==> src/rtl/ecd_pkg.sv <==
package ecd_pkg;

	localparam logic [7:0] ChBs     = 8'h08;
	localparam logic [7:0] ChHt     = 8'h09;
	localparam logic [7:0] ChLf     = 8'h0A;
	localparam logic [7:0] ChVt     = 8'h0B;
	localparam logic [7:0] ChFf     = 8'h0C;
	localparam logic [7:0] ChCr     = 8'h0D;
	localparam logic [7:0] ChNul    = 8'h00;
	localparam logic [7:0] ChSpace  = 8'h20;
	localparam logic [7:0] ChBslash = 8'h5C;
	localparam logic [7:0] ChZero   = 8'h30;
	localparam logic [7:0] ChSeven  = 8'h37;
	localparam logic [7:0] ChLowB   = 8'h62;
	localparam logic [7:0] ChLowC   = 8'h63;
	localparam logic [7:0] ChLowF   = 8'h66;
	localparam logic [7:0] ChLowN   = 8'h6E;
	localparam logic [7:0] ChLowR   = 8'h72;
	localparam logic [7:0] ChLowT   = 8'h74;
	localparam logic [7:0] ChLowV   = 8'h76;

	localparam logic REQ_BYTE = 1'b0;
	localparam logic REQ_END  = 1'b1;

	localparam int QDepth = 4;
	localparam int QAw    = $clog2(QDepth);

	localparam logic [2:0] ADDR_QUOTE_MODE = 3'd0;

	typedef struct packed {
		logic       req_type;
		logic [7:0] char_byte;
		logic       final_arg;
	} req_t;

	typedef struct packed {
		logic [7:0] out_byte;
		logic       byte_valid;
		logic       stopped;
		logic       run_last;
	} res_t;

	// one queue entry: all results of one item
	typedef struct packed {
		logic two;
		res_t r0;
		res_t r1;
	} entry_t;

	typedef struct packed {
		logic   empty;
		logic   full;
		entry_t head;
	} qstat_t;

endpackage

==> src/rtl/ecd_front.sv <==
module ecd_front (
	input  logic          clk,
	input  logic          arst_n,
	input  logic          quote_mode,
	input  logic          accept,
	input  ecd_pkg::req_t req,
	output logic          push,
	output ecd_pkg::entry_t entry
);
	import ecd_pkg::*;

	typedef enum logic [1:0] {
		M_NORMAL,
		M_ESCAPE,
		M_OCTAL
	} mode_t;

	mode_t      mode_q, mode_d;
	logic [8:0] oval_q, oval_d;
	logic [1:0] odig_q, odig_d;
	logic       halted_q, halted_d;

	logic [1:0] cnt;
	res_t       r0, r1;
	logic [8:0] oval_sh;
	logic       is_digit;
	logic [7:0] c;

	assign c        = req.char_byte;
	assign oval_sh  = {oval_q[5:0], c[2:0]};
	assign is_digit = (c >= ChZero) && (c <= ChSeven);

	always_comb begin
		mode_d   = mode_q;
		oval_d   = oval_q;
		odig_d   = odig_q;
		halted_d = halted_q;
		cnt      = 2'd0;
		r0       = '{out_byte: 8'h00, byte_valid: 1'b1, stopped: 1'b0, run_last: 1'b0};
		r1       = r0;
		if (!halted_q) begin
			if (req.req_type == REQ_END) begin
				mode_d = M_NORMAL;
				oval_d = '0;
				odig_d = '0;
				if (mode_q == M_ESCAPE || mode_q == M_OCTAL) begin
					r0.out_byte = (mode_q == M_ESCAPE) ? ChBslash : oval_q[7:0];
					r1.out_byte = req.final_arg ? (quote_mode ? ChNul : ChLf) : ChSpace;
					cnt = 2'd2;
				end else begin
					r0.out_byte = req.final_arg ? (quote_mode ? ChNul : ChLf) : ChSpace;
					cnt = 2'd1;
				end
			end else begin
				unique case (mode_q)
					M_ESCAPE: begin
						mode_d = M_NORMAL;
						cnt = 2'd1;
						case (c)
							ChLowB:   r0.out_byte = ChBs;
							ChLowF:   r0.out_byte = ChFf;
							ChLowN:   r0.out_byte = ChLf;
							ChLowR:   r0.out_byte = ChCr;
							ChLowT:   r0.out_byte = ChHt;
							ChLowV:   r0.out_byte = ChVt;
							ChBslash: r0.out_byte = ChBslash;
							ChLowC: begin
								halted_d      = 1'b1;
								r0.byte_valid = 1'b0;
								r0.stopped    = 1'b1;
							end
							ChZero: begin
								mode_d = M_OCTAL;
								oval_d = '0;
								odig_d = '0;
								cnt    = 2'd0;
							end
							default: begin
								r0.out_byte = ChBslash;
								if (c == ChBslash) begin
									mode_d = M_ESCAPE;
								end else begin
									r1.out_byte = c;
									cnt = 2'd2;
								end
							end
						endcase
					end
					M_OCTAL: begin
						if (is_digit) begin
							oval_d = oval_sh;
							odig_d = odig_q + 2'd1;
							if (odig_q == 2'd2) begin
								r0.out_byte = oval_sh[7:0];
								cnt    = 2'd1;
								mode_d = M_NORMAL;
								oval_d = '0;
								odig_d = '0;
							end
						end else begin
							r0.out_byte = oval_q[7:0];
							oval_d = '0;
							odig_d = '0;
							cnt    = 2'd1;
							if (c == ChBslash) begin
								mode_d = M_ESCAPE;
							end else begin
								mode_d = M_NORMAL;
								r1.out_byte = c;
								cnt = 2'd2;
							end
						end
					end
					default: begin
						if (quote_mode && (c == ChBslash || c == ChSpace)) begin
							r0.out_byte = ChBslash;
							r1.out_byte = c;
							cnt = 2'd2;
						end else if (c == ChBslash) begin
							mode_d = M_ESCAPE;
						end else begin
							r0.out_byte = c;
							cnt = 2'd1;
						end
					end
				endcase
			end
		end
		if (cnt == 2'd2) begin
			r1.run_last = 1'b1;
		end else begin
			r0.run_last = 1'b1;
		end
	end

	assign push  = accept && (cnt != 2'd0);
	assign entry = '{two: (cnt == 2'd2), r0: r0, r1: r1};

	always_ff @(posedge clk or negedge arst_n) begin
		if (!arst_n) begin
			mode_q   <= M_NORMAL;
			oval_q   <= '0;
			odig_q   <= '0;
			halted_q <= 1'b0;
		end else if (accept) begin
			mode_q   <= mode_d;
			oval_q   <= oval_d;
			odig_q   <= odig_d;
			halted_q <= halted_d;
		end
	end

endmodule

==> src/rtl/ecd_queue.sv <==
module ecd_queue (
	input  logic            clk,
	input  logic            arst_n,
	input  logic            push,
	input  ecd_pkg::entry_t wdata,
	input  logic            pop,
	output ecd_pkg::qstat_t stat
);
	import ecd_pkg::*;

	entry_t           mem_q [QDepth];
	logic [QAw-1:0]   wptr_q, rptr_q;
	logic [QAw:0]     count_q;

	always_ff @(posedge clk) begin
		if (push) begin
			mem_q[wptr_q] <= wdata;
		end
	end

	always_ff @(posedge clk or negedge arst_n) begin
		if (!arst_n) begin
			wptr_q  <= '0;
			rptr_q  <= '0;
			count_q <= '0;
		end else begin
			if (push) wptr_q <= wptr_q + 1'b1;
			if (pop)  rptr_q <= rptr_q + 1'b1;
			if (push && !pop) begin
				count_q <= count_q + 1'b1;
			end else if (pop && !push) begin
				count_q <= count_q - 1'b1;
			end
		end
	end

	assign stat.empty = (count_q == '0);
	assign stat.full  = (count_q == (QAw+1)'(QDepth));
	assign stat.head  = mem_q[rptr_q];

endmodule

==> src/rtl/ecd_back.sv <==
module ecd_back (
	input  logic            clk,
	input  logic            arst_n,
	input  ecd_pkg::qstat_t stat,
	output logic            pop,
	output logic            res_valid,
	input  logic            res_stall,
	output ecd_pkg::res_t   res_data
);
	import ecd_pkg::*;

	logic sel_q;
	logic take;

	assign res_valid = !stat.empty;
	assign res_data  = sel_q ? stat.head.r1 : stat.head.r0;
	assign take      = res_valid && !res_stall;
	assign pop       = take && (sel_q || !stat.head.two);

	// second result of a two-result entry
	always_ff @(posedge clk or negedge arst_n) begin
		if (!arst_n) begin
			sel_q <= 1'b0;
		end else if (take) begin
			sel_q <= !sel_q && stat.head.two;
		end
	end

endmodule

==> src/rtl/echo_escape_decoder_unit.sv <==
// A result is offered once its item is accepted and prior ones are taken.
// Throughput: one item per cycle while the queue is not full; a 4-entry
// queue absorbs the extra output time of items that yield two results.
// Reset (arst_n low, asynchronous): normal scan mode, octal run cleared,
// stop flag cleared, queue emptied, quote_mode 0.
module echo_escape_decoder_unit (
	input  logic          clk,
	input  logic          arst_n,
	input  logic          req_valid,
	output logic          req_stall,
	input  ecd_pkg::req_t req_data,
	output logic          res_valid,
	input  logic          res_stall,
	output ecd_pkg::res_t res_data,
	input  logic          psel,
	input  logic          penable,
	input  logic          pwrite,
	input  logic [2:0]    paddr,
	input  logic [31:0]   pwdata,
	output logic [31:0]   prdata,
	output logic          pready
);
	import ecd_pkg::*;

	logic   quote_mode_q;
	logic   accept, push, pop;
	entry_t entry;
	qstat_t stat;

	assign pready = 1'b1;
	assign prdata = (paddr[2] == ADDR_QUOTE_MODE[2]) ? {31'd0, quote_mode_q} : 32'd0;

	always_ff @(posedge clk or negedge arst_n) begin
		if (!arst_n) begin
			quote_mode_q <= 1'b0;
		end else if (psel && penable && pwrite && paddr[2] == ADDR_QUOTE_MODE[2]) begin
			quote_mode_q <= pwdata[0];
		end
	end

	assign req_stall = stat.full;
	assign accept    = req_valid && !req_stall;

	ecd_front u_front (
		.clk        (clk),
		.arst_n     (arst_n),
		.quote_mode (quote_mode_q),
		.accept     (accept),
		.req        (req_data),
		.push       (push),
		.entry      (entry)
	);

	ecd_queue u_queue (
		.clk    (clk),
		.arst_n (arst_n),
		.push   (push),
		.wdata  (entry),
		.pop    (pop),
		.stat   (stat)
	);

	ecd_back u_back (
		.clk       (clk),
		.arst_n    (arst_n),
		.stat      (stat),
		.pop       (pop),
		.res_valid (res_valid),
		.res_stall (res_stall),
		.res_data  (res_data)
	);

endmodule

==> config.mk <==
export PLATFORM = sky130hd
export DESIGN_NAME = echo_escape_decoder_unit
export DESIGN_NICKNAME = d
export VERILOG_FILES = /design/src/rtl/ecd_pkg.sv /design/src/rtl/ecd_front.sv /design/src/rtl/ecd_queue.sv /design/src/rtl/ecd_back.sv /design/src/rtl/echo_escape_decoder_unit.sv
export SDC_FILE = /design/constraint.sdc
export NUM_CORES = 1
export LEC_CHECK = 0
export BUFFER_PORTS_ARGS = -buffer_cell sky130_fd_sc_hd__buf_4
export CAP_MARGIN = 10
export CORE_ASPECT_RATIO = 1.75
export CORE_MARGIN = 5
export CORE_UTILIZATION = 55
export CTS_CLUSTER_DIAMETER = 30
export DETAILED_ROUTE_END_ITERATION = 6
export PLACE_DENSITY = 0.79
export SKIP_CTS_REPAIR_TIMING = 1
export SLEW_MARGIN = 20
export SYNTH_ARGS = -nofsm -noshare
export SYNTH_HDL_FRONTEND = slang
export SYNTH_SLANG_ARGS = --single-unit
==> constraint.sdc <==
create_clock -name clk -period 6.8 [get_ports clk]
set_input_delay 0.34 -clock clk [delete_from_list [all_inputs] [get_ports clk]]
set_output_delay 0.34 -clock clk [all_outputs]
set_load 0.03 [all_outputs]
# After elaboration in Yosys (flattened, before gate mapping)
# Memories as Yosys holds them, arrays and structs flattened.
# Index checks and enable logic that the tools add are counted.
dict set report word_totals {
  ff_bits 22
  ram_bits 84
  input_bits 52
  output_inout_bits 46
  wordCells 131
  n_memories 1
}
# name depth word_bits rd rd_ports_with_merged_regs wr line_no
set memory_table {}
lappend memory_table {u_queue.mem_q 4 21 1 0 1 ecd_queue.sv:11} ;# entry_t mem_q [QDepth];
dict set report op_classes {
  add_sub_neg 5
  n_lt_le_gt_ge 2
  eq_ne 18
  mux 62
  bitwise_logic 2
  reduce_logical 32
}
# operator count
set op_table {}
lappend op_table {{2-to-1 mux 8 bit} 18}
lappend op_table {{equality test 8 x 7 -> 1 bit, second input constant} 8}
lappend op_table {{case mux 7 bit (7 select lines)} 1}
lappend op_table {{case mux 8 bit (2 select lines)} 3}
lappend op_table {{2-to-1 mux 2 bit} 19}
lappend op_table {{equality test 8 x 6 -> 1 bit, second input constant} 2}
lappend op_table {{case mux 2 bit (2 select lines)} 4}
lappend op_table {{logical AND 1 bit} 12}
lappend op_table {{2-to-1 mux 1 bit} 12}
lappend op_table {{2-to-1 mux 11 bit} 1}
lappend op_table {{2-to-1 mux 10 bit} 1}
lappend op_table {{OR reduction 9 bit} 1}
lappend op_table {{greater-or-equal comparator 8 x 6 -> 1 bit, second input constant} 1}
lappend op_table {{<= comparator 8 x 6 -> 1 bit, second input constant} 1}
lappend op_table {{OR reduction 8 bit} 1}
lappend op_table {{logical NOT 1 bit} 7}
lappend op_table {{adder 2 x 1 -> 2 bit, second input constant} 3}
lappend op_table {{equality test 2 bit, second input constant} 3}
lappend op_table {{2-to-1 mux 3 bit} 2}
lappend op_table {{AND reduction 5 bit} 1}
lappend op_table {{2-to-1 mux 4 bit} 1}
lappend op_table {{inequality test 4 x 2 -> 1 bit, second input constant} 1}
lappend op_table {{inequality test 4 bit, second input constant} 1}
lappend op_table {{AND reduction 4 bit} 1}
lappend op_table {{other kinds (12)} 16}

# Depth between registers and ports, before layout
# Gate-level depths: netlist of run 1.
dict set report depth {
  ltp_word 13
  mapped_depth 14
  ltp_nobuf 13
}

# By module
# A second synthesis of run 1 with hierarchy kept.
dict set report hier_totals {
  cells_unflattened 436
  hier_area_um2 5843.1
}
# module n_inst cells_each area_each_um2 seq_area_each_um2
set modules_own_cells {}
lappend modules_own_cells {ecd_queue 1 155 3756.1 2937.8}
lappend modules_own_cells {ecd_front 1 224 1555.2 325.3}
lappend modules_own_cells {echo_escape_decoder_unit 1 39 307.8 25.0}
lappend modules_own_cells {ecd_back 1 18 224.0 25.0}

# Worst setup path after synthesis of run 1
# No wires, ideal clock.
dict set report synth_timing {
  path_kind {input to register}
  from {input req_data[1] in the netlist's numbering}
  to {memory u_queue.mem_q[0][0] in the netlist's numbering, enable pin}
  setup_time_ns 0.428
  arrival_time_ns 3.441
  required_ns 6.372
  slack_ns 2.931
  stages 8
  path_buffers 2
  cell_sequence {buf_2 > or2_1 > or3b_1 > buf_2 > a211oi_1 > a311o_1 > nor2_1 > a211oi_1}
}
dict set report synth_via {
  elab_chain_cells 11
  word_cells_on_any_way 28
  cone_classes {order compare: 2; eq/ne: 10; mux: 10; reduce/logical: 6}
}
# item line_no
set synth_rtl {}
lappend synth_rtl {{start, declared} echo_escape_decoder_unit.sv:11} ;# input ecd_pkg::req_t req_data,
lappend synth_rtl {{parallel branches: the longest is 4 deep, another holds greater-or-equal comparator 8 x 6 -> 1 bit} --}
lappend synth_rtl {{case mux 2 bit (2 select lines) *} ecd_front.sv:55} ;# unique case (mode_q)
lappend synth_rtl {{2-to-1 mux 2 bit *} ecd_front.sv:42} ;# if (req.req_type == REQ_END) begin
lappend synth_rtl {{2-to-1 mux 2 bit *} ecd_front.sv:41} ;# if (!halted_q) begin
lappend synth_rtl {{nonzero test 2 bit *} ecd_front.sv:136} ;# assign push = accept && (cnt != 2'd0);
lappend synth_rtl {{logical AND 1 bit *} ecd_front.sv:136}
lappend synth_rtl {{2-to-1 mux 1 bit *} ecd_queue.sv:16} ;# if (push) begin
lappend synth_rtl {{2-to-1 mux 1 bit (implied by the code) *} ecd_queue.sv:17} ;# mem_q[wptr_q] <= wdata;
lappend synth_rtl {{end, declared} ecd_queue.sv:11}
# Every way passes the cells marked *.

# Worst setup path after layout of run 1
dict set report layout_timing {
  from {register u_front.mode_q[0]}
  to {register u_queue.count_q[2]}
}
dict set report layout_via {
  elab_chain_cells 10
  word_cells_on_any_way 14
  cone_classes {eq/ne: 2; mux: 5; reduce/logical: 7}
}
# item line_no
set layout_rtl {}
lappend layout_rtl {{start, declared} ecd_front.sv:18} ;# mode_t mode_q, mode_d;
lappend layout_rtl {{start signal, assigned} ecd_front.sv:146} ;# mode_q <= mode_d;
lappend layout_rtl {{equality test 2 x 1 -> 1 bit / equality test 2 bit (equally long branches)} {ecd_front.sv:46, ecd_front.sv:55}}
lappend layout_rtl {{logical OR 1 bit} ecd_front.sv:46} ;# if (mode_q == M_ESCAPE || mode_q == M_OCTAL) begin
lappend layout_rtl {{2-to-1 mux 2 bit} ecd_front.sv:46}
lappend layout_rtl {{2-to-1 mux 2 bit *} ecd_front.sv:42}
lappend layout_rtl {{2-to-1 mux 2 bit *} ecd_front.sv:41}
lappend layout_rtl {{nonzero test 2 bit *} ecd_front.sv:136}
lappend layout_rtl {{logical AND 1 bit *} ecd_front.sv:136}
lappend layout_rtl {{via push} echo_escape_decoder_unit.sv:26} ;# logic accept, push, pop;
lappend layout_rtl {{logical NOT 1 bit} ecd_queue.sv:31} ;# end else if (pop && !push) begin
lappend layout_rtl {{logical AND 1 bit} ecd_queue.sv:31}
lappend layout_rtl {{nonzero test 2 bit (no line)} --}
lappend layout_rtl {{end signal, assigned} ecd_queue.sv:30} ;# count_q <= count_q + 1'b1;
lappend layout_rtl {{end signal, assigned} ecd_queue.sv:32} ;# count_q <= count_q - 1'b1;
lappend layout_rtl {{end, declared} ecd_queue.sv:13} ;# logic [QAw:0] count_q;
# The timed path passes the listed nets; every way through them passes the cells marked *.
# A chain may end at the register's enable or synchronous reset.

==> results.py, run 1 <==
metrics = {
    "clock_network": {
        "cts_sinks": 102,
        "cts_inserted_buffers": 9,
        "htreeDepth": 3,
        "clk_latency_ns": 0.34,
        "cts_max_path_buffers": 2,
        "root_buffer": "clkbuf_16",
        "cts.clk_slew.worst_paths_ns": 0.07,
        "cts_tree": "built",
    },
    "synth": {
        "synth_top_area_share_pct": 44.1,
        "synth_cell_type_count": 67,
        "ys_seq_area_share_pct": 54.2,
        "async_flop_share_pct": 21.6,
        "synth-main-ff-cell": "edfxtp_1",
        "synth_top_area_cell": "edfxtp_1",
        "yosys-top-cells-area": "edfxtp_1 (44%), dfrtp_1 (10%), mux4_2 (8.3%)",
        "ys.warnings.count": 0,
        "synth_cells": 445,
        "synth_area_um2": 5450,
        "syn_area_per_cell_um2": 12.2,
        "synth.most_common_cell": "edfxtp_1",
        "synth-seq-cells": 102,
        "synth-edff-count": 80,
        "synth_common_cells": "edfxtp_1 (80), nand2_1 (40), buf_4 (32), nor2_1 (23), o21ai_0 (23)",
    },
    "worst_setup_path": {
        "cpMaxStageDelayCell": "nor2_1",
        "worstPathArrival_ns": 4.14,
        "end_kind": "flop",
        "crit_start": "u_front.mode_q[0]$_DFFE_PN0P_",
        "cp_max_fo": 28,
        "worstReg2RegStart": "u_front.mode_q[0]$_DFFE_PN0P_",
        "slowest_delay_ns": 0.65,
        "cpMostUsedCell": "nor2_1",
        "cpLargestDelayFamily": "adder cells",
        "worst-path-buf-inv": 2,
        "critPathRequiredTime_ns": 7.07,
        "cp-start-kind": "flop",
        "path_cells": "inv_1 -> ha_1 -> nor2_1 -> nand2_1 -> a21oi_1 -> nor2_1 -> a21oi_1 -> ha_1 -> inv_1 -> fa_1 -> xor2_1 -> nor2_1 -> xor2_1",
        "worstSetupPathType": "reg -> reg",
    },
    "global_route": {
        "grt_max_degree": 29,
        "track_usage_pct": 20.0,
        "antenna_found_initial": 0,
        "globalRoute.totalOverflow": 0,
        "grt_pass1_wl_um": 18600,
        "grt_pass1_vias": 3616,
    },
    "pwr": {
        "power_frac_seq_pct": 39.0,
        "p_per_area_nw_per_um2": 400,
        "power.internal_w": 0.00153,
        "p_clk_share_pct": 21.8,
        "leakagePower_nw": 2.14,
        "p_sw_share_pct": 35.8,
        "combPwrFrac_pct": 39.2,
        "p_switching_w": 0.000854,
        "vdd_drop_max_mv": 0.186,
    },
    "routing": {
        "route.detailed.drc": 0,
        "vias_per_cell": 5.98,
        "wl_per_cell_um": 19.5,
        "dr.pass1.iters": 5,
        "routed-via-count": 3554,
        "ant_nets": 0,
        "drt-initial-drc-count": 169,
        "drt-total-wl_um": 11600,
    },
    "final_layout": {
        "area_delta_synth_final_pct": 9.63,
        "fillers": 768,
        "n_antenna_cell": 0,
        "drive_gt1_share_pct": 21.3,
        "layout.nets": 524,
    },
    "worst_hold_path": {
        "hold_start": "res_stall",
        "min-delay-path-class": "in -> reg",
    },
    "floorplanning": {
        "rows": 48,
        "die_w_um": 85.2,
        "die-area_um2": 12100,
        "die_y_um": 142,
        "core-area_um2": 9790,
        "io_pins": 98,
        "start_util_pct": 55.6,
    },
    "sta": {
        "hold_viol": 0,
        "finalSetupViolCount": 0,
        "relSlewSlack_pct": 38.1,
        "holdWs_ns": 0.189,
        "tightest_slew_ns": 0.929,
        "maxSlewViolCount": 0,
        "fin_crit_sh_pct": 57.0,
        "fmax_mhz": 258,
        "post-route-min-period_ns": 3.88,
        "rsz0062_at_grt": "no",
        "tns_ns": 0,
        "finalClockSkew_ns": 0.00766,
    },
    "run_status": {
        "status": "finished, final reports clean",
    },
    "placed_design": {
        "portBuffers": 32,
        "gp_congestion": 0.963,
        "dp_hpwl_um": 8250,
    },
    "run": {
        "maxCapViolCount": 0,
    },
}
[sequential cells by signal, indices dropped and copies added, names as in the netlist]
signal,flops
u_queue.wptr_q,2
u_queue.rptr_q,2
u_front.odig_q,2
u_queue.mem_q,80
u_queue.count_q,3
u_front.oval_q,8
quote_mode_q,1
u_back.sel_q,1
u_front.mode_q,2
u_front.halted_q,1
[cell families after synthesis]
family | after synthesis | share of synthesized area, %
buf+inv | 76 | 7.67
simple gates | 135 | 13.6
flops | 102 | 54.2
compound gates | 82 | 10.3
other cells | 2 | 0.138
fa+ha+maj | 8 | 1.98
mux | 33 | 10.9
xor+xnor | 7 | 1.13
[stage by stage]
step                      std cells  area (µm²)  util (%)  power [W]  setup WS, ns
after detailed placement        577        5650      57.8    0.00189          2.94
final                           594        5970      61.0    0.00238          2.92
after CTS                       593        5960      60.9    0.00240          2.94
after floorplan                 475        5560         -    0.00163          2.93
after global routing            594        5970      61.0    0.00251          2.64
after global placement          577        5650      57.8    0.00185          3.05
[layout make-up]
cell class,count,area (µm²),area share (%)
sequential,102,2950,49.5
multi-input combinational,297,2210,37.0
timing repair buffer,38,288,4.82
clock buffer,10,229,3.84
tap,125,156,2.62
clock inverter,6,76.3,1.28
inverter,16,60.1,1.01
[cell usage in the layout (no fill, tap or decap), types with 3 or more instances in the layout]
cell / instances
a2111oi_0: 4
a211oi_1: 4
a211oi_2: 4
a21boi_0: 3
a21oi_1: 15
a221oi_1: 3
and2_1: 3
buf_4: 37
clkbuf_16: 9
conb_1: 32
dfrtp_1: 22
edfxtp_1: 80
ha_1: 7
inv_1: 16
mux2_2: 11
mux4_2: 20
nand2_1: 40
nand2b_1: 9
nand3_1: 16
nand3b_1: 3
nor2_1: 23
nor2b_1: 5
nor3_1: 3
nor3b_1: 11
nor4_1: 3
o21ai_0: 23
o311ai_0: 3
xnor2_1: 3
xor2_1: 4
[metal layers]
layer	global-route usage (%)	vias up	routed length, µm
met5	0	-	0
met4	10.9	0	527
met3	2.79	33	565
met2	35.9	138	6340
met1	22.6	1744	4130
li1	-	1639	-
[worst paths after layout]
kind,to,slack (ns),cells past startpoint
setup / recovery,u_queue.count_q[2]$_DFFE_PN0P_,2.92,13
hold / removal,u_back.sel_q$_DFFE_PN0P_,0.19,2
setup reg to reg,u_queue.count_q[2]$_DFFE_PN0P_,2.92,13
hold reg to reg,u_queue.count_q[2]$_DFFE_PN0P_,0.52,1
max in group asynchronous,u_front.oval_q[4]$_DFFE_PN0P_,6.15,2
min in group asynchronous,quote_mode_q$_DFFE_PN0P_,0.42,2
[power groups by stage]
| stage | clock network, W | registers (W) | logic (W) |
|---|---|---|---|
| 6_report | 0.000520 | 0.000929 | 0.000936 |
| 3_5_place_dp | 0 | 0.000945 | 0.000942 |
| 3_3_place_gp | 0 | 0.000933 | 0.000921 |
| 2_1_floorplan | 0 | 0.000899 | 0.000726 |
| 4_1_cts | 0.000528 | 0.000932 | 0.000945 |
| 5_1_grt | 0.000552 | 0.000944 | 0.00102 |
Power figures use the tool's default switching activity.
==> run 2, diff against run 1 <==
CORE_UTILIZATION = 51   (was 55)
PLACE_DENSITY = 0.77   (was 0.79)
clock period = 3.4 ns   (was 6.8 ns; I/O delays follow)
==> results.py, run 2 (same netlist as run 1, synthesis figures left out) <==
metrics = {
    "pwr": {
        "combPwrFrac_pct": 42.2,
        "leakagePower_nw": 2.23,
        "p_per_area_nw_per_um2": 783,
        "power.internal_w": 0.00307,
        "power_w": 0.00481,
        "power_frac_seq_pct": 37.7,
        "vdd_drop_max_mv": 0.521,
        "p_clk_share_pct": 20.0,
        "p_switching_w": 0.00174,
        "p_sw_share_pct": 36.2,
    },
    "clock_network": {
        "cts_sinks": 102,
        "root_buffer": "clkbuf_16",
        "htreeDepth": 3,
        "clk_latency_ns": 0.34,
        "cts_tree": "built",
        "cts_max_path_buffers": 2,
        "cts.clk_slew.worst_paths_ns": 0.07,
        "cts_inserted_buffers": 9,
    },
    "placed_design": {
        "preCtsSetupSlack_ns": 0.277,
        "dp_hpwl_um": 9000,
        "dpl_cell_area_um2": 5850,
        "place_inst": 600,
        "gp_congestion": 1.02,
        "portBuffers": 32,
    },
    "routing": {
        "drt-initial-drc-count": 154,
        "wl_per_cell_um": 19.7,
        "ant_nets": 0,
        "vias_per_cell": 5.87,
        "drt-total-wl_um": 12200,
        "routed-via-count": 3621,
        "dr.pass1.iters": 5,
        "route.detailed.drc": 0,
    },
    "global_route": {
        "globalRoute.totalOverflow": 0,
        "grt_pass1_wl_um": 19900,
        "met1_usage_pct": 23.0,
        "grt_pass1_vias": 3760,
        "antenna_found_initial": 0,
        "use_met3_pct": 3.48,
        "track_usage_pct": 20.4,
        "grt-busiest-layer": "met2",
        "grt_max_degree": 25,
        "grt_use_met2_pct": 35.1,
    },
    "floorplanning": {
        "die-area_um2": 12900,
        "die_w_um": 88.1,
        "core-area_um2": 10600,
        "io_pins": 98,
        "die_y_um": 147,
        "rows": 50,
        "start_util_pct": 51.5,
    },
    "sta": {
        "rsz0062_at_grt": "no",
        "finalClockSkew_ns": 0.00764,
        "finalSetupViolCount": 0,
        "post-route-min-period_ns": 2.94,
        "maxSlewViolCount": 0,
        "setup_slack_ns": 0.462,
        "hold_viol": 0,
        "relSlewSlack_pct": 55.1,
        "fmax_mhz": 340,
        "tightest_slew_ns": 0.666,
        "fin_crit_sh_pct": 86.4,
    },
    "worst_setup_path": {
        "cp_max_fo": 5,
        "worstPathArrival_ns": 3.21,
        "cp-start-kind": "flop",
        "critPathRequiredTime_ns": 3.67,
        "worstSetupPathType": "reg -> reg",
        "end_kind": "flop",
    },
    "final_layout": {
        "fillers": 885,
        "largest_register_ffs": 80,
        "drive_gt1_share_pct": 24.2,
        "layout_commonest_cell": "edfxtp_1",
        "area_delta_synth_final_pct": 12.7,
        "fin_util_pct": 58.1,
        "reg.largest.list": "u_queue.mem_q: 80 flops, u_front.oval_q: 8 flops, u_queue.count_q: 3 flops",
        "n_antenna_cell": 0,
        "design_area_um2": 6140,
        "finalNonFillerCells": 617,
        "layout.nets": 542,
        "largest_register": "u_queue.mem_q",
        "mostFrequentLayoutCells": "edfxtp_1 (80), buf_4 (51), nand2_1 (40)",
    },
    "worst_hold_path": {
        "min-delay-path-class": "in -> reg",
    },
    "run": {
        "maxCapViolCount": 0,
    },
    "run_status": {
        "status": "finished, final reports clean",
    },
}
==> run 2: final timing paths <==
kind                                                     start                              to  slack, ns  cells after the start
worst max-delay path             u_front.mode_q[0]$_DFFE_PN0P_  u_queue.count_q[2]$_DFFE_PN0P_       0.46                     13
min in group asynchronous                               arst_n   u_queue.rptr_q[1]$_DFFE_PN0P_       0.27                      2
worst min register to register  u_queue.count_q[2]$_DFFE_PN0P_  u_queue.count_q[2]$_DFFE_PN0P_       0.50                      1
worst max register to register   u_front.mode_q[0]$_DFFE_PN0P_  u_queue.count_q[2]$_DFFE_PN0P_       0.46                     13
max in group asynchronous                               arst_n   u_front.oval_q[6]$_DFFE_PN0P_       2.88                      2
worst min-delay path                                 res_stall        u_back.sel_q$_DFFE_PN0P_       0.04                      2
==> run 2: through the flow <==
stage,hold slack (ns),setup TNS [ns]
after floorplan,-0.126,-23.93
after global placement,0.0749,0
after detailed placement,0.0820,0
after CTS,-0.290,0
after global routing,0.0473,0
final,0.0374,0
==> run 2: final cells by class <==
class | count | area [µm²] | share of cell area, %
Multi-Input combinational cell | 297 | 2210 | 36.0
Timing Repair Buffer | 56 | 473 | 7.70
Sequential cell | 102 | 2950 | 48.1
Tap cell | 130 | 163 | 2.65
Clock inverter | 6 | 53.8 | 0.876
Clock buffer | 10 | 229 | 3.73
Inverter | 16 | 60.1 | 0.978
==> run 2: per-layer routing <==
| metal | part of all wire, % | routed length [µm] |
|---|---|---|
| met1 | 36 | 4380 |
| met2 | 53 | 6510 |
| met3 | 4.5 | 542 |
| met4 | 6.1 | 749 |
| met5 | 0 | 0 |
==> run 2: worst max-delay path, stage by stage, from the launching register on <==
cell and delay (ns):
dfrtp_1 0.37, inv_1 0.05, ha_1 0.36, nand2b_1 0.19
a211oi_1 0.26, a311o_1 0.19, nor2_1 0.07, a21oi_1 0.20
ha_1 0.20, inv_1 0.07, fa_1 0.44, xor2_1 0.17
nor2_1 0.12, xor2_1 0.16
==> run 2: power by group through the flow <==
stage	logic [W]	registers, W	clock network, W
2_1_floorplan	0.00145	0.00180	0
3_5_place_dp	0.00205	0.00184	0
4_1_cts	0.00205	0.00182	0.000985
3_3_place_gp	0.00199	0.00182	0
5_1_grt	0.00221	0.00184	0.00104
6_report	0.00203	0.00181	0.000963
==> run 3, diff against run 2 <==
GPL_TIMING_DRIVEN = 0   (was not set)
==> results.py, run 3 (same netlist as run 1, synthesis figures left out) <==
metrics = {
    "routing": {
        "drt-total-wl_um": 12700,
        "drt-initial-drc-count": 256,
        "vias_per_cell": 5.69,
        "dr.pass1.iters": 4,
        "ant_nets": 0,
        "routed-via-count": 3713,
        "wl_per_cell_um": 19.5,
        "route.detailed.drc": 0,
    },
    "floorplanning": {
        "die-area_um2": 12900,
        "die_w_um": 88.1,
        "rows": 50,
        "core-area_um2": 10600,
        "die_y_um": 147,
        "io_pins": 98,
        "start_util_pct": 51.5,
    },
    "final_layout": {
        "largest_register": "u_queue.mem_q",
        "reg.largest.list": "u_queue.mem_q: 80 flops, u_front.oval_q: 8 flops, u_queue.count_q: 3 flops",
        "drive_gt1_share_pct": 26.2,
        "design_area_um2": 6340,
        "n_antenna_cell": 0,
        "area_delta_synth_final_pct": 16.4,
        "mostFrequentLayoutCells": "edfxtp_1 (80), buf_4 (60), nand2_1 (40)",
        "layout.nets": 577,
        "largest_register_ffs": 80,
        "layout_commonest_cell": "edfxtp_1",
    },
    "sta": {
        "hold_viol": 0,
        "finalClockSkew_ns": 0.00876,
        "holdWs_ns": 0.0266,
        "tightest_slew_ns": 0.858,
        "maxSlewViolCount": 0,
        "fin_crit_sh_pct": 93.5,
        "post-route-min-period_ns": 3.18,
        "finalSetupViolCount": 0,
        "rsz0062_at_grt": "no",
        "fmax_mhz": 315,
        "relSlewSlack_pct": 42.2,
    },
    "worst_setup_path": {
        "path_cells": "buf_4 -> buf_2 -> or4b_4 -> nor3_1 -> nor2_1 -> a21oi_2 -> nor2_4 -> a21oi_1 -> ha_1 -> inv_1 -> fa_1 -> xor2_1 -> nor2_1 -> xor2_1",
        "end_kind": "flop",
        "cpMaxStageDelayCell": "or4b_4",
        "cp-start-kind": "primary input",
        "cp_max_fo": 10,
        "worstPathArrival_ns": 3.44,
        "worstSetupPathType": "in -> reg",
        "critPathRequiredTime_ns": 3.66,
        "slowest_delay_ns": 0.52,
    },
    "pwr": {
        "vdd_drop_max_mv": 0.419,
        "leakagePower_nw": 2.33,
        "p_per_area_nw_per_um2": 768,
    },
    "run": {
        "maxCapViolCount": 0,
    },
    "global_route": {
        "grt_use_met2_pct": 38.1,
        "met1_usage_pct": 22.7,
        "grt_pass1_vias": 3954,
        "grt_pass1_wl_um": 20600,
        "use_met3_pct": 3.37,
        "grt_max_degree": 23,
        "track_usage_pct": 21.1,
        "globalRoute.totalOverflow": 0,
        "antenna_found_initial": 0,
        "grt-busiest-layer": "met2",
    },
    "run_status": {
        "status": "finished, final reports clean",
    },
    "clock_network": {
        "root_buffer": "clkbuf_16",
        "cts.clk_slew.worst_paths_ns": 0.07,
        "cts_sinks": 102,
        "clk_latency_ns": 0.34,
        "cts_max_path_buffers": 2,
        "cts_inserted_buffers": 9,
        "cts_tree": "built",
        "htreeDepth": 3,
    },
    "placed_design": {
        "dpl_cell_area_um2": 6030,
        "portBuffers": 28,
        "gp_congestion": 0.987,
        "dp_hpwl_um": 9810,
    },
    "worst_hold_path": {
        "min-delay-path-class": "in -> reg",
    },
}
==> run 3: cell count changes in the layout (fill, tap and decap cells not counted), moves of 4 or more <==
cell,delta
clkbuf_1,+19
buf_4,+9
buf_6,+5
a211oi_2,-4
a211oi_4,+4
buf_12,-4
buf_2,+4
==> run 3: worst paths after layout <==
check	startpoint	endpoint	slack, ns	cells past startpoint
min reg2reg	u_queue.count_q[2]$_DFFE_PN0P_	u_queue.count_q[2]$_DFFE_PN0P_	0.50	1
min	res_stall	u_back.sel_q$_DFFE_PN0P_	0.03	2
min in group asynchronous	arst_n	u_queue.count_q[0]$_DFFE_PN0P_	0.26	2
max in group asynchronous	arst_n	u_front.oval_q[0]$_DFFE_PN0P_	2.89	2
max	req_data[5]	u_queue.count_q[2]$_DFFE_PN0P_	0.22	14
max reg2reg	u_front.mode_q[0]$_DFFE_PN0P_	u_queue.count_q[1]$_DFFE_PN0P_	0.26	11
==> run 3: metrics by stage <==
stage               utilization, %  std cells  setup TNS [ns]  total power (W)  setup WS (ns)
floorplan                        -        475          -23.93          0.00325         -0.299
global placement              56.1        633         -138.94          0.00377          -1.75
detailed placement            57.0        637           -1.12          0.00393         -0.422
CTS                           59.7        653          -0.833          0.00490         -0.352
global route                  59.9        652               0          0.00515         0.0212
finish                        59.9        652               0          0.00487          0.220
==> run 3: layer usage <==
metal / wire length [µm] / share of wire [%]
met3: 578 / 4.6
met1: 4400 / 35
met5: 0 / 0
met4: 635 / 5.0
met2: 7080 / 56
==> run 3: worst max-delay path: cells and delay by family <==
family,cells,cell delay (ns)
buf+inv,3,0.36
xor+xnor,2,0.34
fa+ha+maj,2,0.64
compound gates,2,0.51
simple gates,5,1.41
==> run 3: final cells by class <==
type                            count  area (µm²)
Buffer                             58         350
Tap cell                          130         163
Timing Repair Buffer               33         265
Inverter                           16        60.1
Clock buffer                       12         256
Multi-Input combinational cell    297        2260
Clock inverter                      4        30.0
Fill cell                         859        4240
Sequential cell                   102        2950
==> run 3: report_power, final <==
group | internal, W | switching [W] | total (W)
clock | 0.000539 | 0.000423 | 0.000962
sequential | 0.00169 | 0.000115 | 0.00181
combinational | 0.000854 | 0.00124 | 0.00210
